===== config.mk =====
export PLATFORM = sky130hd
export DESIGN_NAME = ole_ctrl_flat
export DESIGN_NICKNAME = d
export VERILOG_FILES = /design/src/hw/rtl/ole_pkg.sv /design/src/hw/rtl/ole_if.sv /design/src/hw/rtl/ole_ctrl.sv /design/src/flat_wrapper.sv
export SDC_FILE = /design/constraint.sdc
export NUM_CORES = 1
export LEC_CHECK = 0
export ABC_AREA = 1
export BUFFER_PORTS_ARGS = -buffer_cell sky130_fd_sc_hd__buf_2
export CORE_AREA = 2 2 116 118
export DETAILED_ROUTE_END_ITERATION = 16
export DIE_AREA = 0 0 118 120
export GPL_ROUTABILITY_DRIVEN = 0
export PLACE_DENSITY = 0.93
export SLEW_MARGIN = 20
export SYNTH_ARGS = -nofsm -noshare
export SYNTH_HDL_FRONTEND = slang
export SYNTH_SLANG_ARGS = --single-unit

===== constraint.sdc =====
create_clock -name clk -period 9.6 [get_ports clk]
set_input_delay 1.92 -clock clk [delete_from_list [all_inputs] [get_ports clk]]
set_output_delay 1.92 -clock clk [all_outputs]
set_load 0.005 [all_outputs]

===== src/hw/rtl/ole_pkg.sv =====
// Package for the ordered list engine: sizes, operation and status codes,
// the sweep token carried along the cell chain, and the controller states.
// No dependencies.
package ole_pkg;

    localparam int CAPACITY    = 256;
    localparam int ENTRY_WIDTH = 32;

    localparam int OP_W      = 3;
    localparam int VALUE_W   = 32;
    localparam int POS_W     = 8;
    localparam int ENTRY_O_W = 32;
    localparam int INDEX_O_W = 8;
    localparam int COUNT_O_W = 9;
    localparam int STATUS_W  = 2;

    localparam int IDX_W   = (CAPACITY > 1) ? $clog2(CAPACITY) : 1;
    localparam int COUNT_W = $clog2(CAPACITY + 1);
    localparam int CMP_W   = (COUNT_W > POS_W) ? COUNT_W : POS_W;

    typedef enum logic [OP_W-1:0] {
        OP_APPEND       = 3'd0,
        OP_READ         = 3'd1,
        OP_FIND         = 3'd2,
        OP_REMOVE_AT    = 3'd3,
        OP_REMOVE_VALUE = 3'd4,
        OP_SIZE         = 3'd5
    } op_t;

    typedef enum logic [STATUS_W-1:0] {
        ST_OK        = 2'd0,
        ST_NOT_FOUND = 2'd1,
        ST_RANGE     = 2'd2,
        ST_FULL      = 2'd3
    } status_t;

    typedef enum logic [1:0] {
        S_IDLE,
        S_SWEEP,
        S_HOLD
    } ctrl_state_t;

    typedef struct packed {
        logic                   active;
        op_t                    op;
        logic [ENTRY_WIDTH-1:0] word;
        logic [POS_W-1:0]       pos;
        logic [IDX_W-1:0]       idx;
        logic [COUNT_W-1:0]     count;
        logic                   hit;
        logic [IDX_W-1:0]       hit_idx;
        logic [ENTRY_WIDTH-1:0] rd_data;
    } ole_token_t;

    typedef struct packed {
        logic [ENTRY_O_W-1:0] entry_out;
        logic [INDEX_O_W-1:0] found_index;
        logic [COUNT_O_W-1:0] entry_count;
        status_t              status;
    } ole_result_t;

endpackage


===== src/hw/rtl/ole_if.sv =====
// Request and response channel interfaces of the ordered list engine.
// Depends on ole_pkg for field widths.
interface ole_req_if;
    import ole_pkg::*;
    logic                 valid;
    logic                 ready;
    logic [OP_W-1:0]      operation;
    logic [VALUE_W-1:0]   value;
    logic [POS_W-1:0]     position;

    modport source (output valid, output operation, output value, output position,
                    input ready);
    modport sink   (input valid, input operation, input value, input position,
                    output ready);
endinterface

interface ole_rsp_if;
    import ole_pkg::*;
    logic                 valid;
    logic                 ready;
    logic [ENTRY_O_W-1:0] entry_out;
    logic [INDEX_O_W-1:0] found_index;
    logic [COUNT_O_W-1:0] entry_count;
    logic [STATUS_W-1:0]  status;

    modport source (output valid, output entry_out, output found_index,
                    output entry_count, output status, input ready);
    modport sink   (input valid, input entry_out, input found_index,
                    input entry_count, input status, output ready);
endinterface


===== src/hw/rtl/ole_ctrl.sv =====
// Controller: takes requests, launches the sweep token, keeps the entry count
// and forms the result from the returning token. Depends on ole_pkg, ole_if.
module ole_ctrl
    import ole_pkg::*;
(
    input  logic       clk,
    input  logic       rst_n,
    ole_req_if.sink    req,
    ole_rsp_if.source  rsp,
    output ole_token_t tok_launch,
    input  ole_token_t tok_done
);

    ctrl_state_t        state_reg;
    ctrl_state_t        state_next;
    logic [COUNT_W-1:0] count_reg;
    logic [COUNT_W-1:0] count_next;
    ole_result_t        out_reg;
    ole_result_t        out_next;
    logic               out_valid_reg;
    logic               out_valid_next;
    ole_result_t        pend_reg;
    ole_result_t        pend_next;
    ole_result_t        res;
    logic [COUNT_W-1:0] res_count;
    logic               pos_ok;
    logic               full;

    assign req.ready = (state_reg == S_IDLE);

    always_comb
    begin
        tok_launch         = '0;
        tok_launch.active  = req.valid && req.ready;
        tok_launch.op      = op_t'(req.operation);
        tok_launch.word    = ENTRY_WIDTH'(req.value);
        tok_launch.pos     = req.position;
        tok_launch.count   = count_reg;
    end

    assign pos_ok = CMP_W'(tok_done.pos) < CMP_W'(count_reg);
    assign full   = CMP_W'(count_reg) == CMP_W'(CAPACITY);

    always_comb
    begin
        res_count = count_reg;
        res       = '0;
        res.status = ST_OK;
        unique case (tok_done.op)
            OP_APPEND:
            begin
                if (full)
                begin
                    res.status = ST_FULL;
                end
                else
                begin
                    res_count = count_reg + 1'b1;
                end
            end
            OP_READ:
            begin
                if (pos_ok)
                begin
                    res.entry_out = ENTRY_O_W'(tok_done.rd_data);
                end
                else
                begin
                    res.status = ST_RANGE;
                end
            end
            OP_FIND:
            begin
                if (tok_done.hit)
                begin
                    res.found_index = INDEX_O_W'(tok_done.hit_idx);
                end
                else
                begin
                    res.status = ST_NOT_FOUND;
                end
            end
            OP_REMOVE_AT:
            begin
                if (tok_done.hit)
                begin
                    res.found_index = INDEX_O_W'(tok_done.hit_idx);
                    res_count       = count_reg - 1'b1;
                end
                else
                begin
                    res.status = ST_RANGE;
                end
            end
            OP_REMOVE_VALUE:
            begin
                if (tok_done.hit)
                begin
                    res.found_index = INDEX_O_W'(tok_done.hit_idx);
                    res_count       = count_reg - 1'b1;
                end
                else
                begin
                    res.status = ST_NOT_FOUND;
                end
            end
            default:
            begin
                res.status = ST_OK;
            end
        endcase
        res.entry_count = COUNT_O_W'(res_count);
    end

    always_comb
    begin
        state_next     = state_reg;
        count_next     = count_reg;
        out_next       = out_reg;
        pend_next      = pend_reg;
        out_valid_next = out_valid_reg && !rsp.ready;
        unique case (state_reg)
            S_IDLE:
            begin
                if (req.valid)
                begin
                    state_next = S_SWEEP;
                end
            end
            S_SWEEP:
            begin
                if (tok_done.active)
                begin
                    count_next = res_count;
                    if (!out_valid_reg || rsp.ready)
                    begin
                        out_next       = res;
                        out_valid_next = 1'b1;
                        state_next     = S_IDLE;
                    end
                    else
                    begin
                        pend_next  = res;
                        state_next = S_HOLD;
                    end
                end
            end
            S_HOLD:
            begin
                if (rsp.ready)
                begin
                    out_next       = pend_reg;
                    out_valid_next = 1'b1;
                    state_next     = S_IDLE;
                end
            end
            default:
            begin
                state_next = S_IDLE;
            end
        endcase
    end

    always_ff @(posedge clk or negedge rst_n)
    begin
        if (!rst_n)
        begin
            state_reg     <= S_IDLE;
            count_reg     <= '0;
            out_valid_reg <= 1'b0;
        end
        else
        begin
            state_reg     <= state_next;
            count_reg     <= count_next;
            out_valid_reg <= out_valid_next;
        end
    end

    always_ff @(posedge clk)
    begin
        out_reg  <= out_next;
        pend_reg <= pend_next;
    end

    assign rsp.valid       = out_valid_reg;
    assign rsp.entry_out   = out_reg.entry_out;
    assign rsp.found_index = out_reg.found_index;
    assign rsp.entry_count = out_reg.entry_count;
    assign rsp.status      = out_reg.status;

endmodule


===== src/flat_wrapper.sv =====
// flat-port wrapper written by rule: the top's interface ports become plain ports
module ole_ctrl_flat import ole_pkg::*;
  (clk, rst_n, tok_launch, tok_done, req_valid, req_operation, req_value, req_position, req_ready, rsp_valid, rsp_entry_out, rsp_found_index, rsp_entry_count, rsp_status, rsp_ready);
  ole_req_if req_i ();
  ole_rsp_if rsp_i ();
  input  logic clk;
  input  logic rst_n;
  output ole_token_t tok_launch;
  input  ole_token_t tok_done;
  input wire logic [$bits(req_i.valid)-1:0] req_valid;
  input wire logic [$bits(req_i.operation)-1:0] req_operation;
  input wire logic [$bits(req_i.value)-1:0] req_value;
  input wire logic [$bits(req_i.position)-1:0] req_position;
  output wire logic [$bits(req_i.ready)-1:0] req_ready;
  output wire logic [$bits(rsp_i.valid)-1:0] rsp_valid;
  output wire logic [$bits(rsp_i.entry_out)-1:0] rsp_entry_out;
  output wire logic [$bits(rsp_i.found_index)-1:0] rsp_found_index;
  output wire logic [$bits(rsp_i.entry_count)-1:0] rsp_entry_count;
  output wire logic [$bits(rsp_i.status)-1:0] rsp_status;
  input wire logic [$bits(rsp_i.ready)-1:0] rsp_ready;
  assign req_i.valid = req_valid;
  assign req_i.operation = req_operation;
  assign req_i.value = req_value;
  assign req_i.position = req_position;
  assign req_ready = req_i.ready;
  assign rsp_valid = rsp_i.valid;
  assign rsp_entry_out = rsp_i.entry_out;
  assign rsp_found_index = rsp_i.found_index;
  assign rsp_entry_count = rsp_i.entry_count;
  assign rsp_status = rsp_i.status;
  assign rsp_i.ready = rsp_ready;
  ole_ctrl u_core (.clk(clk), .rst_n(rst_n), .req(req_i), .rsp(rsp_i), .tok_launch(tok_launch), .tok_done(tok_done));
endmodule

==> metrics.md <==
| Metric | Value |
|---|---|
| Status | complete, no violations |
| Crit Path Category | in -> out |
| Largest net degree at the start of global routing | 66 |
| Post-route insts no fill | 969 |
| Max-cap violations | 0 |
| Mapped Area | 0.00637 sq mm |
| Area grow syn2layout | 12.4% |
| DIE AREA | 0.0142 sq mm |
| CTS root buffer | clkbuf_16 |
| Final core utilization | 0.551 |
| Post-CTS Hold Buffers | 0 |
| Port bufs | 119 |
| Hold Vio Cnt, Final | 0 |
| CTS H-tree depth | 4 |
| Asr flop ratio synth | 0.105 |
| Drt drc | 0 |
| Vias | 4591 |
| Post-route ant nets | 0 |
| Nets | 942 |
| Initial Util | 0.491 |
| Max reg flops | 51 |
| First-pass GRT wire length | 19800 microns |
| Gr usage total | 0.178 |
| RSZ-0062 raised after global routing | false |
| Part of the Yosys area used for sequential elements | 0.528 |
| Final wirelength | 12700 microns |
| Final worst-path cycle share | 0.436 |
| Initial antenna violation count | 0 |
| Syn Inst Count | 710 |
| PwrDens | 288 mW/mm^2 |
| Worst Setup End Kind | output pin |
| Die H | 120 microns |
| Max Fclk | 239 MHz |
| Core ar. | 0.0130 sq mm |
| Vias in the first global route | 4104 |
| Fillers | 1140 |
| Setup violators final | 0 |
| Worst-path fanout max | 2 |
| Ant. Diodes | 0 |
| TritonCTS clock tree | done |
| Post-CTS setup buffers | 0 |
| Fin Clk Skew | 11.6 ps |
| Hold Crit Class | reg -> reg |
| Worst r2r src | u_core.state_reg[0] |
| Ranking of synthesized cells by area | edfxtp_1 (48%), nand2_1 (11%), buf_4 (11%) |
| I/O pins | 304 |
| Clock Latency Late Sink | about 400 ps |
| CP startpoint | req_valid |
| Post-DP HPWL | 8350 microns |
| Post-synth EDFFs | 102 |
| Total of warnings raised by yosys | 0 |
| Critical hold path startpoint | u_core.pend_reg[22] |
| CTS resizes | 0 |
| Seq cells post-synth | between 100 and 150 |
| Slew Limit Headroom | 0.315 |
| Worst path arrival time | between 2000 and 2500 ps |
| Unique masters post-synth | 31 |
| DR iter-0 viols | 388 |
| Largest area contributor in the netlist | edfxtp_1 |
| Sink Count | 114 |
| Die width | 118 microns |
| Startpoint Class | primary input |
| Clock transition at the registers of the reported paths | 50 ps |
| Wire per inst | 13.1 microns |
| Drt pass-1 iters | 5 |
| Share of the synthesized area in the top cell type | 0.481 |
| Final setup TNS | 0 ps |
| Peak supply drop | 0.000306 V |
| Vias per cell | 4.74 |
| Post-synth top flop | edfxtp_1 |
| Final min period | 4190 ps |
| Longest Clk Path Bufs | 2 |
| Synthesized area per cell | 8.97 sq um |
| LEAKAGE | about 0.0034 uW |
| Slew Viols, Final | 0 |
| GRT overflow | 0 |
| Row count | 42 |
| Worst slew pin tran | 1030 ps |
| Share of cells above drive strength 1 | 0.238 |
| Cell count after placement | 937 |
| Number of buffers created by CTS | 17 |
| Required @ worst endpoint | 7680 ps |
[stage by stage]
step	power [uW]	area [sq um]	setup WS, ps	hold WS (ps)
after floorplan	1260	6550	4820	494
after global placement	1430	6570	5400	498
after detailed placement	1460	6570	5400	501
after CTS	2070	7160	5400	512
after global routing	2190	7160	5360	529
final	2060	7160	5410	510
[layer usage]
metal  GRT usage  share of wire  wire (microns)  vias up
met5           0              0               0        -
met4      0.0783          0.019             242        0
met3      0.0428          0.075             951       18
met2       0.306           0.49            6220      233
met1       0.215           0.41            5250     2047
li1            -              -               -     2293
[worst max-delay path, stage by stage]
cell	delay, ps
buf_2	100
nand2_1	90
inv_1	40
buf_2	110
[layout make-up]
cell class | count | area [sq um] | share of cell area
clock inverters | 14 | 155 | 0.0217
flip-flops and latches | 114 | 3360 | 0.470
inverters | 75 | 282 | 0.0393
clock buffers | 18 | 429 | 0.0600
multi-input cells | 448 | 2070 | 0.290
repair buffers | 124 | 633 | 0.0885
well taps | 176 | 220 | 0.0308
[final timing paths]
path / end / slack [ps] / depth (start not counted)
min: u_core.rsp.entry_out[3] / 510 / 2
max in group asynchronous: u_core.state_reg[1] / 7970 / 1
min in group asynchronous: u_core.rsp.valid / 1400 / 1
max: tok_launch[101] / 5410 / 4
min reg2reg: u_core.rsp.entry_out[3] / 510 / 2
max reg2reg: u_core.rsp.entry_out[3] / 6790 / 6
[Yosys cell counts, types with 2 or more instances]
cell      number
nand2_1      193
nor2_1        54
nand3_2        4
o22ai_1        2
buf_6          4
nor3_1        33
inv_2          8
o21ai_0        9
a21oi_1        4
nand4_1        3
nand3_1       55
nand2_2        4
o21ai_1        6
buf_2          5
buf_4         95
dfrtp_1       12
inv_1         66
nor2_2        11
edfxtp_1     102
clkbuf_1      17
ha_1          13
[logic make-up after synthesis]
| kind of cell | after synthesis | synth area share |
|---|---|---|
| other | 1 | 0.000589 |
| buffers and inverters | 196 | 0.177 |
| AOI/OAI and AO/OA | 26 | 0.0244 |
| adders and majority gates | 13 | 0.0255 |
| and+or+nand+nor | 359 | 0.243 |
| DFF | 114 | 0.528 |
| xor gates and xnor gates | 1 | 0.00138 |
[layout by cell type (no fill, tap or decap), drive strengths merged]
cell      synthesis  routed
nand2           197     197
buf             104     124
edfxtp          102     102
inv              74      77
nor2             65      65
nand3            59      59
conb              1      49
nor3             35      35
clkbuf           17      18
o21ai            15      15
ha               13      13
dfrtp            12      12
clkinv            1       8
a21oi             4       4
nand4             3       3
o22ai             2       2
bufinv            0       2
clkinvlp          0       2
o211ai            1       1
xor2              1       1
a22oi             1       1
o21a              1       1
a31oi             1       1
a41oi             1       1
[power by group]
group,internal [uW],switching [uW]
Sequential,743,66.3
Combinational,211,426
Clock,385,226
No activity file was read; power rests on OpenSTA's default activity.
